`config.mk`:
```
export PLATFORM = sky130hd
export DESIGN_NAME = lpm_front
export DESIGN_NICKNAME = d
export VERILOG_FILES = /design/src/design/lpm_pkg.sv /design/src/design/lpm_front.sv
export SDC_FILE = /design/constraint.sdc
export NUM_CORES = 1
export LEC_CHECK = 0
export ABC_CLOCK_PERIOD_IN_PS = 5640
export BUFFER_PORTS_ARGS = -buffer_cell sky130_fd_sc_hd__buf_2
export CAP_MARGIN = 0
export CELL_PAD_IN_SITES_DETAIL_PLACEMENT = 1
export CELL_PAD_IN_SITES_GLOBAL_PLACEMENT = 1
export CORE_MARGIN = 5
export CORE_UTILIZATION = 32
export DETAILED_ROUTE_END_ITERATION = 8
export GPL_ROUTABILITY_DRIVEN = 0
export MAX_ROUTING_LAYER = met4
export PLACE_DENSITY_LB_ADDON = 0.1
export SYNTH_ARGS = -nofsm -noshare
export SYNTH_HDL_FRONTEND = slang
export SYNTH_SLANG_ARGS = --single-unit
```
`constraint.sdc`:
```
create_clock -name i_clk -period 5.64 [get_ports i_clk]
set_clock_uncertainty 0.1 [all_clocks]
set_input_delay 0.282 -clock i_clk [delete_from_list [all_inputs] [get_ports i_clk]]
set_output_delay 0.282 -clock i_clk [all_outputs]
set_load 0.05 [all_outputs]
```
`src/design/lpm_pkg.sv`:
```
`timescale 1ns / 1ps
package lpm_pkg;

    localparam int ROUTES_DEF = 64;

    localparam logic [1:0] OP_LOOKUP = 2'd0;
    localparam logic [1:0] OP_ADD    = 2'd1;
    localparam logic [1:0] OP_DEL    = 2'd2;
    localparam logic [1:0] OP_VIA    = 2'd3;

    localparam logic [2:0] ST_OK       = 3'd0;
    localparam logic [2:0] ST_BADLEN   = 3'd1;
    localparam logic [2:0] ST_FULL     = 3'd2;
    localparam logic [2:0] ST_NOTFOUND = 3'd3;
    localparam logic [2:0] ST_UNREACH  = 3'd4;

    localparam logic [5:0] MAX_LEN = 6'd32;

    typedef struct packed {
        logic [1:0]  op;
        logic [31:0] address;
        logic [5:0]  prefix_len;
        logic [31:0] gateway;
        logic [7:0]  device_id;
        logic        is_connected;
    } t_req;

    typedef struct packed {
        logic [2:0]  status;
        logic        hit;
        logic [31:0] out_gateway;
        logic [7:0]  out_device;
        logic        out_connected;
        logic [5:0]  match_len;
        logic [31:0] match_prefix;
    } t_rsp;

    // front-to-back request: original fields plus decoded mask and length check
    typedef struct packed {
        t_req        req;
        logic [31:0] mask;
        logic        len_bad;
    } t_cmd;

    // mask for a length 0..32; longer lengths give all ones (not used then)
    function automatic logic [31:0] len_mask(input logic [5:0] len);
        logic [31:0] m;
        if (len == 6'd0) begin
            m = 32'h0;
        end else if (len >= MAX_LEN) begin
            m = 32'hffff_ffff;
        end else begin
            m = 32'hffff_ffff << (6'd32 - len);
        end
        return m;
    endfunction

endpackage

```
`src/design/lpm_front.sv`:
```
`timescale 1ns / 1ps
module lpm_front
    import lpm_pkg::*;
(
    input  logic i_clk,
    input  logic i_rst_n,
    input  logic i_valid,
    output logic o_stall,
    input  t_req i_req,
    output logic o_cmd_valid,
    input  logic i_cmd_stall,
    output t_cmd o_cmd
);

    logic r_valid;
    t_cmd r_cmd;

    assign o_stall     = r_valid & i_cmd_stall;
    assign o_cmd_valid = r_valid;
    assign o_cmd       = r_cmd;

    // decode register: precompute mask and length check
    always_ff @(posedge i_clk) begin
        if (!i_rst_n) begin
            r_valid <= 1'b0;
        end else if (!o_stall) begin
            r_valid <= i_valid;
        end
        if (!o_stall && i_valid) begin
            r_cmd.req     <= i_req;
            r_cmd.mask    <= len_mask(i_req.prefix_len);
            r_cmd.len_bad <= (i_req.prefix_len > MAX_LEN);
        end
    end

endmodule

```
==> results of run 1 <==
## report_power, final
part	leakage [µW]	switching (µW)	internal, µW
logic	0.00130	259	101
clock network	0.000278	351	680
registers	0.00109	11.4	1000
## through the flow
stage / util / area [µm²] / total power (µW)
after floorplan: - / 3950 / 1260
after global placement: 0.426 / 5140 / 1350
after detailed placement: 0.426 / 5140 / 1350
after CTS: 0.537 / 6480 / 2430
after global routing: 0.537 / 6480 / 2500
final: 0.537 / 6480 / 2410
## layer usage
layer | GRT usage | up-vias
met3 | 0.0522 | 10
li1 | - | 1330
met2 | 0.280 | 104
met1 | 0.179 | 1360
met4 | 0.0446 | 0
met5 | - | -
## how the worst min path moves through the flow
stage	slack, ns	endpoint	depth (start not counted)	start
detailed placement	0.36	o_cmd[51]$_DFFE_PP_	1	i_req[18]
global route	0.03	o_cmd[75]$_DFFE_PP_	1	i_req[42]
finish	0.04	o_cmd[75]$_DFFE_PP_	1	i_req[42]
CTS	0.03	o_cmd[75]$_DFFE_PP_	1	i_req[42]
floorplan	0.28	o_cmd[100]$_DFFE_PP_	0	i_req[67]
global placement	0.36	o_cmd[104]$_DFFE_PP_	1	i_req[71]
## cell usage in the layout (no fill, tap or decap), types with 2 or more instances in the layout
cell type        n
a31oi_1          7
bufinv_16        3
nor2b_1          2
o21ai_1          7
a31o_2           4
a21oi_1          8
inv_1           12
clkbuf_16       17
ha_1             5
edfxtp_1       114
and2_1           2
o21a_1           2
clkinvlp_4       2
buf_2          200
a41o_1           4
dlygate4sd3_1   77
clkinv_1         4
nand2_1          3
buf_4            2
clkinv_2         5
nor2_1           2
## flip-flops by register name, summed over array words and instances, names as in the netlist
register and count:
o_cmd 114, o_cmd_valid 1
## cell families after synthesis
kind of cell,synth area share
XOR/XNOR,0.00222
AO/OA/AOI/OAI,0.0634
adder cells (fa/ha/maj),0.0158
buffers and inverters,0.0219
flip-flops,0.872
AND/OR/NAND/NOR,0.0244
## final cells by class
class | count | area, µm² | area share
Clock inverter | 14 | 145 | 0.0224
Clock buffer | 17 | 425 | 0.0656
Tap cell | 168 | 210 | 0.0324
Timing Repair Buffer | 279 | 1790 | 0.276
Multi-Input combinational cell | 56 | 425 | 0.0656
Sequential cell | 115 | 3440 | 0.531
Inverter | 12 | 45.0 | 0.00695
## critical path, cell delays in order, from the launching register on
cell and delay, ns:
dfxtp_1 0.31, and2_1 0.18, nor2b_4 0.74, buf_4 0.66
## timing repair
item | in CTS | in global routing
hold buffers | 77 | 0
endpoints found under the hold margin | 76 | 0
setup endpoints to repair | 0 | 0
==> key figures, run 1 <==
Place
  – Post-DP HPWL: 7710 µm
  – Pre-CTS setup slack: 3.13 ns
  – Port Buffers: 200
  – Placed cell count: 553

Timing
  – Fmax: 419 MHz
  – Fin. max-slew vios: 0
  – Min Hold Slack: 0.0379 ns
  – Final Setup Violations: 0
  – Fin crit share: 0.424
  – Slew @ Worst Pin: 0.928 ns
  – Unrepaired setup endpoints after global routing: false
  – Final TNS setup: 0 ns
  – Max_slew headroom: 0.380
  – Final hold violation count: 0
  – Worst Slack Setup Final: 3.25 ns
  – Tmin final: 2.39 ns

Clock tree
  – H-tree levels: 4
  – # resized after CTS: 0
  – Root Driver: clkbuf_16
  – CTS clk-pin slew, worst paths: 0.06 ns
  – Max Root-Sink Buffers: 2
  – TritonCTS Buffers: 17
  – Sink Count: 115
  – CTS tree: yes
  – Worst-Skew Late Latency: 0.39 ns
  – Post-CTS setup buffer count: 0

Logic synthesis
  – Syn Nets: 279
  – Top post-synthesis cells by area: edfxtp_1 (87%), ha_1 (1.6%), inv_1 (1.1%)
  – Post-synth cell types: 26
  – Top cell type's share of synthesized area: 0.867
  – Mean Syn Cell Area: 20.9 µm²
  – Yosys reg bits: 115
  – Register area share after synthesis: 0.872
  – Post-synth EDFFs: 114
  – Syn Inst Count: 189
  – Mapped cell area: 0.00395 mm²
  – Ys flop type: edfxtp_1
  – Count leader, synth: edfxtp_1
  – Top post-synthesis cells by count: edfxtp_1 (114), inv_1 (12), a21oi_1 (8)
  – Area leader, netlist: edfxtp_1
  – Yosys warns: 0
  – Ys async rst share: 0

GRT
  – Initial antenna violation count: 0
  – Gr usage total: 0.161
  – Vias in the first global route: 3047
  – Grt ovf: 0
  – First-pass GRT wire length: 17100 µm
  – Largest net degree at the start of global routing: 51

Routing
  – DR iter-0 viols: 169
  – Post-Route M1 WL: 4410 µm
  – Vias: 2804
  – Top layer in use: met4
  – First drt pass iteration count: 4
  – Drt wl/cell: 17.4 µm
  – Via density: 4.24
  – Metal2 WL: 6210 µm
  – Routed Wire Length: 11500 µm
  – Post-route ant nets: 0
  – DRC violations left: 0
  – Routed met3 length: 776 µm

Floorplan
  – Die Wd: 121 µm
  – Top-level port count: 201
  – Cell row count: 40
  – CORE AREA: 0.0121 mm²
  – Die extent in y: 121 µm
  – Initial Util: 0.327
  – Total die area: 0.0147 mm²

Setup path
  – CP max FO: 50
  – Crit path to: o_cmd[24]$_SDFFCE_PN0P_
  – Worst EP arrival: 2.31 ns
  – Critical path type: reg2reg
  – Crit path capture type: register
  – Worst EP required: 5.57 ns
  – FF-to-FF Start: o_cmd_valid$_SDFFE_PN0N_
  – Beginning of the critical path: o_cmd_valid$_SDFFE_PN0N_
  – Reg2Reg Depth: 3
  – FF-to-FF setup slack: 3.25 ns
  – Nature of the critical path startpoint: register
  – R2R Path End: o_cmd[24]$_SDFFCE_PN0P_

Final layout
  – Final net count: 571
  – Fin cells: 661
  – Filler instances: 1231
  – Number of diodes: 0
  – Fraction of layout cells with a size suffix above 1: 0.483
  – Synth-to-Final Area Change: 64.2%

Pwr
  – Peak supply drop: 0.000201 V
  – Pwr dens: 371 mW/mm²
  – Leak pwr: 0.00266 µW

Worst hold path
  – Tightest Hold Check Type: in2reg

Job
  – Max-cap viol count: 0

Outcome
  – Status: complete, no violations
Note: power is estimated with default switching activity, not from simulation.
==> inputs of run 2 (changes only) <==
ABC_CLOCK_PERIOD_IN_PS = 2500   (was 5640)
CORE_UTILIZATION = 36   (was 32)
clock period = 2.5 ns   (was 5.64 ns; I/O delays follow)
==> key figures, run 2 (synthesis results as in run 1) <==
Outcome
  – Status: complete, no violations

Floorplan
  – Die Wd: 115 µm
  – Cell row count: 38
  – Die extent in y: 115 µm
  – Total die area: 0.0132 mm²
  – CORE AREA: 0.0108 mm²
  – Initial Util: 0.366
  – Top-level port count: 201

Timing
  – Max_slew headroom: 0.569
  – Tmin final: 2.16 ns
  – Min Hold Slack: 0.187 ns
  – Unrepaired setup endpoints after global routing: false
  – Fin. max-slew vios: 0
  – Final hold violation count: 0
  – Fmax: 463 MHz
  – Slew @ Worst Pin: 0.646 ns
  – Final Setup Violations: 0
  – Fin crit share: 0.865

Routing
  – DR iter-0 viols: 222
  – First drt pass iteration count: 4
  – Post-route ant nets: 0
  – Drt wl/cell: 18.6 µm
  – Routed Wire Length: 11900 µm
  – Vias: 2883
  – Via density: 4.50
  – DRC violations left: 0

Place
  – Placed cell count: 525
  – Post-DP HPWL: 7600 µm
  – Port Buffers: 200

Pwr
  – Total power: 5600 µW
  – Peak supply drop: 0.000448 V
  – Pwr dens: 854 mW/mm²
  – Leak pwr: 0.00272 µW

GRT
  – Gr usage total: 0.186
  – First-pass GRT wire length: 17600 µm
  – Vias in the first global route: 3158
  – Largest net degree at the start of global routing: 93
  – Initial antenna violation count: 0
  – Grt ovf: 0

Setup path
  – Crit path capture type: register
  – Nature of the critical path startpoint: primary input
  – Worst EP required: 2.61 ns
  – Max stage delay on crit path: 0.54 ns
  – Worst EP arrival: 2.27 ns
  – Buf/Inv on CP: 3
  – CP cell instances: dlygate4sd3_1, buf_2, inv_1, ha_1, or3b_4, xor2_1, a31oi_1
  – Critical path type: in2reg
  – CP delay by family, top: buffers and inverters
  – CP max FO: 8
  – Worst path slowest cell: dlygate4sd3_1

Worst hold path
  – Tightest Hold Check Type: in2reg

Clock tree
  – H-tree levels: 4
  – Max Root-Sink Buffers: 2
  – Sink Count: 115
  – Root Driver: clkbuf_8
  – # resized after CTS: 0
  – Worst-Skew Late Latency: 0.50 ns
  – CTS tree: yes
  – TritonCTS Buffers: 17
  – CTS clk-pin slew, worst paths: 0.05 ns

Final layout
  – Max reg flops: 114
  – Synth-to-Final Area Change: 66.3%
  – Commonest cells after routing, fill and taps aside: buf_2 (200), edfxtp_1 (114), dlygate4sd3_1 (83), clkbuf_16 (16), inv_1 (12)
  – Fin cells: 640
  – Leading cell type in the layout, fill and taps excluded: buf_2
  – Number of diodes: 0
  – Fraction of layout cells with a size suffix above 1: 0.480
  – Final net count: 577

Job
  – Max-cap viol count: 0
run 2: cell count changes in the layout (fill, tap and decap cells not counted), sizes merged:
cell / previous run / this run
clkinvlp: 2 / 1
bufinv: 3 / 5
clkbuf: 17 / 19
clkinv: 9 / 7
dlygate4sd3: 77 / 83
run 2: worst min-delay path, stage by stage:
cell     delay [ns]
buf_2          0.11
nor2b_4        0.13
buf_4          0.22
run 2: final timing paths:
kind,start,endpoint,slack [ns],cells past startpoint
worst max-delay path,i_req[42],o_cmd[25]$_SDFFCE_PN0P_,0.34,7
worst min-delay path,i_valid,o_cmd[33]$_DFFE_PP_,0.19,3
worst max register to register,o_cmd_valid$_SDFFE_PN0N_,o_cmd[67]$_DFFE_PP_,0.94,3
worst min register to register,o_cmd_valid$_SDFFE_PN0N_,o_cmd[33]$_DFFE_PP_,0.87,3
run 2: layout make-up:
class | instances | area, µm²
fill | 1056 | 4230
sequential | 115 | 3450
timing repair buffer | 285 | 1860
multi-input combinational | 56 | 428
clock buffer | 19 | 422
clock inverter | 13 | 189
tap | 140 | 175
inverter | 12 | 45.0
run 2: timing repair:
item / CTS / global route
endpoints found under the setup margin: 0 / 0
endpoints found under the hold margin: 82 / 0
hold buffers: 83 / 0
buffers inserted: 0 / 0
run 2: metal layers:
layer	vias up	GRT usage	part of all wire
met1	1399	0.190	0.36
met5	-	-	0
met2	119	0.336	0.54
met3	20	0.0592	0.077
met4	0	0.0595	0.018
li1	1345	-	-
run 2: per-stage QoR:
| step | util | worst slack (ns) | setup TNS, ns | instance area (µm²) |
|---|---|---|---|---|
| after floorplan | - | -0.369 | -42.07 | 3960 |
| after global routing | 0.608 | 0.206 | 0 | 6570 |
| after global placement | 0.475 | 0.465 | 0 | 5120 |
| final | 0.608 | 0.339 | 0 | 6570 |
| after detailed placement | 0.475 | 0.384 | 0 | 5120 |
| after CTS | 0.608 | 0.379 | 0 | 6570 |
run 2: power by group:
group | switching, µW | internal, µW | total (µW)
Clock | 790 | 1700 | 2490
Sequential | 28.0 | 2260 | 2290
Combinational | 588 | 239 | 827
Total | 1410 | 4200 | 5600
