## config.mk

```make
export PLATFORM = sky130hd
export DESIGN_NAME = lpm_fifo
export DESIGN_NICKNAME = d
export VERILOG_FILES = /design/src/design/lpm_pkg.sv /design/src/design/lpm_fifo.sv
export SDC_FILE = /design/constraint.sdc
export NUM_CORES = 1
export LEC_CHECK = 0
export ABC_AREA = 0
export BUFFER_PORTS_ARGS = -buffer_cell sky130_fd_sc_hd__buf_2
export CAP_MARGIN = 20
export CORE_UTILIZATION = 48
export DETAILED_ROUTE_END_ITERATION = 10
export GPL_ROUTABILITY_DRIVEN = 1
export PLACE_DENSITY = 0.71
export RECOVER_POWER = 100
export SYNTH_ARGS = -nofsm -noshare
export SYNTH_HDL_FRONTEND = slang
export SYNTH_SLANG_ARGS = --single-unit
```

## constraint.sdc

```tcl
create_clock -name i_clk -period 15.8 [get_ports i_clk]
set_clock_uncertainty 0.2 [all_clocks]
set_input_delay 1.58 -clock i_clk [delete_from_list [all_inputs] [get_ports i_clk]]
set_output_delay 1.58 -clock i_clk [all_outputs]
set_load 0.02 [all_outputs]
```

## src/design/lpm_pkg.sv

```systemverilog
`timescale 1ns / 1ps
package lpm_pkg;

    localparam int ROUTES_DEF = 64;

    localparam logic [1:0] OP_LOOKUP = 2'd0;
    localparam logic [1:0] OP_ADD    = 2'd1;
    localparam logic [1:0] OP_DEL    = 2'd2;
    localparam logic [1:0] OP_VIA    = 2'd3;

    localparam logic [2:0] ST_OK       = 3'd0;
    localparam logic [2:0] ST_BADLEN   = 3'd1;
    localparam logic [2:0] ST_FULL     = 3'd2;
    localparam logic [2:0] ST_NOTFOUND = 3'd3;
    localparam logic [2:0] ST_UNREACH  = 3'd4;

    localparam logic [5:0] MAX_LEN = 6'd32;

    typedef struct packed {
        logic [1:0]  op;
        logic [31:0] address;
        logic [5:0]  prefix_len;
        logic [31:0] gateway;
        logic [7:0]  device_id;
        logic        is_connected;
    } t_req;

    typedef struct packed {
        logic [2:0]  status;
        logic        hit;
        logic [31:0] out_gateway;
        logic [7:0]  out_device;
        logic        out_connected;
        logic [5:0]  match_len;
        logic [31:0] match_prefix;
    } t_rsp;

    // front-to-back request: original fields plus decoded mask and length check
    typedef struct packed {
        t_req        req;
        logic [31:0] mask;
        logic        len_bad;
    } t_cmd;

    // mask for a length 0..32; longer lengths give all ones (not used then)
    function automatic logic [31:0] len_mask(input logic [5:0] len);
        logic [31:0] m;
        if (len == 6'd0) begin
            m = 32'h0;
        end else if (len >= MAX_LEN) begin
            m = 32'hffff_ffff;
        end else begin
            m = 32'hffff_ffff << (6'd32 - len);
        end
        return m;
    endfunction

endpackage

```

## src/design/lpm_fifo.sv

```systemverilog
`timescale 1ns / 1ps
module lpm_fifo
    import lpm_pkg::*;
(
    input  logic i_clk,
    input  logic i_rst_n,
    input  logic i_valid,
    output logic o_stall,
    input  t_cmd i_data,
    output logic o_valid,
    input  logic i_stall,
    output t_cmd o_data
);

    // two-entry queue
    t_cmd       r_mem [2];
    logic       r_wp;
    logic       r_rp;
    logic [1:0] r_cnt;
    logic       w_push;
    logic       w_pop;

    assign o_stall = (r_cnt == 2'd2);
    assign o_valid = (r_cnt != 2'd0);
    assign o_data  = r_mem[r_rp];
    assign w_push  = i_valid & ~o_stall;
    assign w_pop   = o_valid & ~i_stall;

    always_ff @(posedge i_clk) begin
        if (!i_rst_n) begin
            r_wp  <= 1'b0;
            r_rp  <= 1'b0;
            r_cnt <= 2'd0;
        end else begin
            if (w_push) r_wp <= ~r_wp;
            if (w_pop)  r_rp <= ~r_rp;
            r_cnt <= r_cnt + {1'b0, w_push} - {1'b0, w_pop};
        end
        if (w_push) r_mem[r_wp] <= i_data;
    end

endmodule

```

==> results of run 1 <==
## flip-flops by register name, indices dropped and copies added, names as in the netlist, named ones only
name	flops
r_cnt	2
r_mem	228
r_wp	1
r_rp	1
## cells by family (layout without fill, tap and decap cells)
| group | Yosys count | in the layout |
|---|---|---|
| flip-flops | 233 | 233 |
| adder cells (fa/ha/maj) | 2 | 2 |
| multiplexers | 117 | 117 |
| AND/OR/NAND/NOR | 12 | 12 |
| other | 0 | 1 |
| buffers and inverters | 15 | 282 |
| XOR/XNOR | 2 | 2 |
## metrics by stage
stage               total power [W]  util (%)  area [um2]  setup WS [ns]
detailed placement          0.00128      57.6       10100          11.54
global route                0.00182      59.8       10500           7.61
CTS                         0.00182      61.9       10900          11.01
floorplan                   0.00115         -        8730           8.60
global placement            0.00127      57.6       10100          11.59
finish                      0.00174      59.8       10500           8.21
## power groups by stage
stage / Sequential [W] / Combinational, W / Clock (W)
after global routing: 0.000827 / 0.000420 / 0.000573
after CTS: 0.000816 / 0.000450 / 0.000550
final: 0.000817 / 0.000391 / 0.000535
after detailed placement: 0.000829 / 0.000448 / 0
after floorplan: 0.000816 / 0.000339 / 0
after global placement: 0.000823 / 0.000443 / 0
## routing by layer
metal	vias to the layer above	GRT usage [%]	part of all wire [%]
met1	2060	18.9	40
met4	2	4.40	1.4
li1	2015	-	-
met5	-	0	0.11
met2	186	28.1	49
met3	23	5.33	10
## layout make-up
type / count / area (um2)
clock buffer: 27 / 633
sequential: 233 / 6950
timing repair buffer: 238 / 1050
fill: 1393 / 7050
inverter: 2 / 7.51
multi-input combinational: 133 / 1440
tap: 225 / 282
clock inverter: 15 / 126
antenna: 1 / 2.50
## final timing paths
| check | from | end |
|---|---|---|
| max | flip-flop | o_data[47] |
| min | r_rp | flip-flop |
| max reg2reg | r_cnt[0] | r_mem[1][58] |
| min reg2reg | r_rp | flip-flop |
## worst max-delay path, delay by kind of cell (launching register included)
kind     cells  cell delay, ns
mux          1            0.52
buf+inv      2            2.70
flops        1            2.02
## cells in the mapped netlist
cell / n
buf_8: 1
mux2i_1: 3
buf_2: 5
or2_2: 1
buf_6: 7
dfxtp_1: 5
mux2_2: 54
nor2b_1: 1
nor2_1: 1
inv_1: 2
nand2_1: 3
edfxtp_1: 228
ha_1: 2
and3_1: 1
mux2_4: 60
and2_1: 1
nand2b_1: 3
nor2b_4: 1
xor2_1: 1
xnor2_1: 1
==> metrics.md, run 1 <==
| Metric | Value |
|---|---|
| Syn avg cell area | 22.9 um2 |
| Cell taking the most area after synthesis | edfxtp_1 |
| Final-report hold violation count | 0 |
| #FFs+latches synth | 233 |
| Tot GR Track Use | 16.1% |
| Setup Viol. Count Final | 0 |
| H-tree lvl count | 1 |
| Req. time, crit path | 14.02 ns |
| Top post-synthesis cells by area | edfxtp_1, mux2_4, mux2_2 |
| Setup CP Type | flip-flop to output port |
| RSZ-0062 raised after global routing | no |
| Final ANT Viol Nets | 0 |
| CP dominant cell by count | clkbuf_1 |
| Clk_lat worst skew | 0.50 ns |
| GP Congestion | 0.708 |
| Most frequent cells in the layout | edfxtp_1, buf_2, clkbuf_1, mux2_1, mux2_2 |
| Wire per inst | 17.8 um |
| Root buf cell | clkbuf_16 |
| Vias in the first global route | 4588 |
| Setup total negative slack | 0 ns |
| Post-Synth Simple-Gate Area | 0.832% |
| Multiplexer area fraction after synthesis | 17.6% |
| Ports | 234 |
| Int Pwr | 0.00125 W |
| Num CTS Buffers | 24 |
| Cell area after synthesis | 8730 um2 |
| Syn_nets | 501 |
| # rows | 48 |
| Layout cells sized above 1 | 33.0% |
| Cell count after placement | 830 |
| Comb power frac | 22.4% |
| Final hold slack | 0.297 ns |
| Synth Warn # | 0 |
| DRT Pass-1 Iters | 4 |
| Synth top area share | 78.5% |
| Status | complete, but fails checks |
| CTS tree | done |
| Post-CTS setup buffers | 0 |
| Worst R2R Path Depth | 4 |
| CP max stage delay | 2.46 ns |
| Leakage | 3.70 nW |
| Worst VDD drop | 0.123 mV |
| First-pass GRT wire length | 22.8 mm |
| Maximum fanout along the worst path | 58 |
| Critical Path Start Type | flip-flop |
| Commonest non-fill, non-tap cell in the layout | edfxtp_1 |
| Non-filler instance count after layout | 874 |
| Reg clk slew, reported paths | 0.06 ns |
| Die Span X | 137 um |
| Worst hold stages | 2 |
| Initial Util | 49.8% |
| Clock Path Buffers | 3 |
| Clock net sink count | 233 |
| Port Buffers | 233 |
| Gr ovfl total | 0 |
| Number of gates resized after CTS | 0 |
| Vias | 4286 |
| Violated checks | capacitance limit, slew limit |
| CP Cell Sequence | clkbuf_1 -> mux2_2 -> clkbuf_1 |
| Placeable Area | 17500 um2 |
| Max cap viols | 7 |
| CP max stage cell | clkbuf_1 |
| Initial drt markers | 206 |
| Final Max Tran Viols | 352 |
| CP Data Arrival Time | 5.81 ns |
| Largest net degree at the start of global routing | 81 |
| Switching share of total power | 28.5% |
| Area Overhead vs Synth | 20.1% |
| Via density | 4.90 |
| Peak Freq | 0.132 GHz |
| Internal reg-to-reg setup slack | 9.92 ns |
| PD cells | 166 nW/um2 |
| Sequential share of the synthesized area | 79.6% |
| Crit. End Element | output port |
| Seq pwr share | 46.9% |
| Final min period | 7.59 ns |
| WL final | 15.6 mm |
| Largest family of logic cells by synthesized area | multiplexers |
| XOR/XNOR Fraction of Synth Area | 0.201% |
| Final period util | 48.1% |
| Mapped Cells | 381 |
| NetSw | 0.000497 W |
| Synth Area in Adders | 0.287% |
| Initial antenna violation count | 2 |
| Drt drc | 0 |
| Die area | 18700 um2 |
| Final HPWL DP | 10.1 mm |
| Compound-Gate Fraction of Synth Area | 0% |
| Die Height | 137 um |
| Clock network fraction of total power | 30.7% |
| Hold Buf Count CTS | 0 |
| Nets | 752 |
| Worst slew pin tran | 3.49 ns |
| Worst slew margin | -132% |
| Synth unique cells | 20 |
| Worst hold path class | flip-flop to flip-flop |
Note: power is estimated with default switching activity, not from simulation.
==> run 2: changes to the inputs <==
Settings changed: CORE_UTILIZATION 48 to 47, PLACE_DENSITY 0.71 to 0.72.
Clock period 15.8 ns to 6.65 ns, I/O delays scaled along.
==> metrics.md, run 2 (synthesis results as in run 1) <==
| Metric | Value |
|---|---|
| Status | complete, but fails checks |
| Violated checks | DRC, capacitance limit, slew limit |
| Comb power frac | 22.1% |
| Worst VDD drop | 0.222 mV |
| Total power | 0.00410 W |
| Worst slew pin tran | 2.81 ns |
| RSZ-0062 raised after global routing | no |
| Die area | 19100 um2 |
| Die Height | 138 um |
| Leakage | 3.67 nW |
| Final Max Tran Viols | 156 |
| Drt drc | 38 |
| H-tree lvl count | 1 |
| Final period util | 69.6% |
| CP Data Arrival Time | 4.52 ns |
| Critical Path Start Type | flip-flop |
| GP Congestion | 0.695 |
| Vias | 4305 |
| Worst R2R Path Depth | 3 |
| Final HPWL DP | 10.3 mm |
| Clk_lat worst skew | 0.49 ns |
| Final min period | 4.63 ns |
| Seq pwr share | 47.5% |
| Number of gates resized after CTS | 0 |
| NetSw | 0.00117 W |
| Clock network fraction of total power | 30.4% |
| Clock net sink count | 233 |
| Worst setup margin | 2.02 ns |
| Int Pwr | 0.00292 W |
| CP Cell Sequence | nand2b_1 -> and3_1 -> clkbuf_2 |
| Worst hold endpoint | r_mem[0][23] |
| Root buf cell | clkbuf_16 |
| Crit. End Element | flip-flop |
| Die Span X | 138 um |
| Largest net degree at the start of global routing | 70 |
| DRT Pass-1 Iters | 8 |
| Layout cells sized above 1 | 32.4% |
| Area Overhead vs Synth | 19.8% |
| Req. time, crit path | 6.54 ns |
| Initial antenna violation count | 1 |
| Num CTS Buffers | 23 |
| Clock Path Buffers | 3 |
| Max reg flops | 228 |
| Crit Reg-Reg Endpoint | r_mem[1][104] |
| Gr ovfl total | 0 |
| Port Buffers | 233 |
| Commonest non-fill, non-tap cell in the layout | edfxtp_1 |
| Post-placement setup slack | 3.33 ns |
| Post-CTS setup buffers | 0 |
| Placeable Area | 18100 um2 |
| Reg clk slew, reported paths | 0.06 ns |
| Worst slew margin | -87.2% |
| Setup Viol. Count Final | 0 |
| Switching share of total power | 28.7% |
| Reg-to-reg startpoint | r_cnt[0] |
| Final ANT Viol Nets | 0 |
| Initial drt markers | 228 |
| Worst hold stages | 1 |
| CP max stage cell | and3_1 |
| Setup CP Type | flip-flop to flip-flop |
| Tot GR Track Use | 16.0% |
| Setup total negative slack | 0 ns |
| CTS tree | done |
| Peak Freq | 0.216 GHz |
| Final-report hold violation count | 0 |
| Hold Buf Count CTS | 0 |
| Vias in the first global route | 4539 |
| Internal reg-to-reg setup slack | 2.02 ns |
| WL final | 15.8 mm |
| Largest regs | r_mem x228, r_cnt x2 |
| PD cells | 392 nW/um2 |
| Ports | 234 |
| Wire per inst | 18.0 um |
| # rows | 49 |
| Most frequent cells in the layout | edfxtp_1, buf_2, clkbuf_1, mux2_1, mux2_2 |
| Max cap viols | 4 |
| Worst hold path class | input pin to flip-flop |
| Initial Util | 48.3% |
| Fin util | 57.8% |
| CP max stage delay | 2.09 ns |
| First-pass GRT wire length | 24.0 mm |
| Via density | 4.91 |
| Maximum fanout along the worst path | 58 |
| Most flops, register | r_mem |
| Nets | 751 |
| Hold_sp | i_data[23] |
[run 2: worst max-delay path by stage]
| stage | from | endpoint | slack (ns) | cells after the start |
|---|---|---|---|---|
| after floorplan | i_valid | r_mem[0][0] | 0.36 | 2 |
| after global placement | flip-flop | o_data[113] | 3.34 | 3 |
| after detailed placement | flip-flop | o_data[14] | 3.33 | 3 |
| after CTS | flip-flop | o_data[14] | 2.80 | 3 |
| after global routing | r_cnt[0] | r_mem[1][79] | 1.53 | 3 |
| final | r_cnt[0] | r_mem[1][104] | 2.02 | 3 |
[run 2: routing by layer]
metal	track usage, %	wire [um]	vias to the layer above
met3	4.50	1250	24
met1	19.2	6420	2094
li1	-	-	2012
met5	0	0	-
met4	4.97	333	0
met2	28.0	7780	175
[run 2: through the flow]
| step | instance area, um2 | std cells | hold slack (ns) |
|---|---|---|---|
| final | 10500 | 876 | 0.157 |
| after global routing | 10500 | 876 | 0.139 |
| after CTS | 10900 | 875 | 0.132 |
| after detailed placement | 10100 | 835 | 0.292 |
| after global placement | 10100 | 834 | 0.255 |
| after floorplan | 8730 | 381 | 0.252 |
[run 2: power groups by stage]
stage	Sequential, W	Combinational [W]	Clock, W
finish	0.00195	0.000905	0.00125
global route	0.00197	0.000965	0.00133
CTS	0.00195	0.00106	0.00128
detailed placement	0.00198	0.00106	0
global placement	0.00197	0.00103	0
floorplan	0.00194	0.000805	0
[run 2: cell type report]
class,instances,area (um2)
diodes,1,2.50
clock buffers,24,579
clock inverters,16,149
fillers,1477,7630
inverters,2,7.51
multi-input cells,133,1430
flip-flops and latches,233,6950
well taps,229,287
repair buffers,238,1050
[run 2: critical path: cells and delay by family (launching register included)]
| family | cells | cell delay [ns] |
|---|---|---|
| and+or+nand+nor | 2 | 2.27 |
| buffers and inverters | 1 | 1.37 |
| DFF | 1 | 0.36 |
==> run 3: changes to the inputs <==
Settings changed: CORE_UTILIZATION 47 to 48, PLACE_DENSITY 0.72 to 0.71.
Clock period 6.65 ns to 4.5 ns, I/O delays scaled along.
==> metrics.md, run 3 (synthesis results as in run 1) <==
| Metric | Value |
|---|---|
| Most frequent cells in the layout | edfxtp_1, clkbuf_1, dlygate4sd3_1, buf_2, mux2_2 |
| Vias | 4849 |
| CP max stage cell | dfxtp_2 |
| Drt drc | 0 |
| Die Span X | 137 um |
| Die Height | 137 um |
| Port Buffers | 233 |
| RSZ-0062 raised after global routing | no |
| Most flops, register | r_mem |
| Ports | 234 |
| Wire per inst | 17.5 um |
| CP max stage delay | 1.30 ns |
| Via density | 4.91 |
| Worst hold path class | input pin to flip-flop |
| Final min period | 3.53 ns |
| Setup CP Type | flip-flop to output port |
| H-tree lvl count | 1 |
| Internal reg-to-reg setup slack | 1.07 ns |
| Gr ovfl total | 0 |
| Initial drt markers | 224 |
| Root buf cell | clkbuf_16 |
| CTS tree | done |
| Critical Path Start Type | flip-flop |
| GP Congestion | 0.720 |
| Die area | 18700 um2 |
| Fin util | 66.9% |
| Initial Util | 49.8% |
| Max reg flops | 228 |
| Area Overhead vs Synth | 34.4% |
| Worst slew margin | -79.4% |
| Clk_lat worst skew | 0.50 ns |
| Tot GR Track Use | 17.8% |
| Placeable Area | 17500 um2 |
| Status | complete, but fails checks |
| Final period util | 78.4% |
| Final Max Tran Viols | 183 |
| Number of gates resized after CTS | 0 |
| Largest net degree at the start of global routing | 115 |
| WL final | 17.3 mm |
| CP Data Arrival Time | 2.88 ns |
| Worst slew pin tran | 2.69 ns |
| Clock net sink count | 233 |
| Clock Path Buffers | 3 |
| DRT Pass-1 Iters | 6 |
| First-pass GRT wire length | 25.3 mm |
| Vias in the first global route | 5218 |
| Final HPWL DP | 10.2 mm |
| Final ANT Viol Nets | 0 |
| Worst VDD drop | 0.455 mV |
| # rows | 48 |
| Largest regs | r_mem x228, r_cnt x2 |
| Layout cells sized above 1 | 26.2% |
| Peak Freq | 0.283 GHz |
| Final-report hold violation count | 0 |
| Leakage | 4.17 nW |
| Num CTS Buffers | 24 |
| Commonest non-fill, non-tap cell in the layout | edfxtp_1 |
| CP Cell Sequence | buf_4 -> mux2_2 -> clkbuf_1 |
| Maximum fanout along the worst path | 60 |
| Violated checks | capacitance limit, slew limit |
| PD cells | 537 nW/um2 |
| Setup total negative slack | 0 ns |
| Req. time, crit path | 3.85 ns |
| Initial antenna violation count | 1 |
| Reg clk slew, reported paths | 0.06 ns |
| Max cap viols | 2 |
| Crit. End Element | output port |
| Nets | 865 |
| Setup Viol. Count Final | 0 |
## run 3: critical path, delay by kind of cell, from the launching register on
family / cells / cell delay [ns]
flip-flops: 1 / 1.30
buffers and inverters: 2 / 0.63
multiplexers: 1 / 0.38
## run 3: final cells by class
cell class	count	area, um2
Sequential cell	233	6950
Fill cell	1278	5810
Timing Repair Buffer	351	2170
Multi-Input combinational cell	133	1550
Clock buffer	33	676
Tap cell	225	282
Clock inverter	10	98.8
Inverter	2	7.51
Antenna cell	1	2.50
## run 3: final timing paths
check | from | end | cells past startpoint
setup / recovery | flip-flop | o_data[19] | 3
hold / removal | i_rst_n | r_cnt[0] | 2
setup reg to reg | r_cnt[0] | r_mem[0][60] | 4
hold reg to reg | r_rp | flip-flop | 2
## run 3: metal layers
layer | track usage [%] | vias to the layer above | part of all wire (%)
li1 | - | 2242 | -
met1 | 19.1 | 2355 | 37
met2 | 33.1 | 214 | 52
met3 | 5.22 | 38 | 8.3
met4 | 6.35 | 0 | 3.1
met5 | 0 | - | 0
## run 3: stage by stage
stage	hold slack (ns)	cells	total power (W)	setup WS, ns	area (um2)
6_report	0.0449	988	0.00629	0.971	11700
5_1_grt	0.0346	988	0.00655	0.777	11700
4_1_cts	0.0265	987	0.00648	1.37	12100
3_5_place_dp	0.286	830	0.00449	1.91	10100
3_3_place_gp	0.255	830	0.00445	1.95	10100
2_1_floorplan	0.252	381	0.00404	0.337	8730
## run 3: where the power goes
part           total [W]  leakage (nW)  switching (W)  internal, W
clock            0.00190         0.380       0.000745      0.00116
sequential       0.00288          2.17       0.000131      0.00275
combinational    0.00151          1.61       0.000906     0.000605
total            0.00629          4.17        0.00178      0.00451
## run 3: what timing repair did
action	in CTS	in global routing
buffers inserted	0	0
hold buffers	114	0
endpoints found under the hold margin	228	0
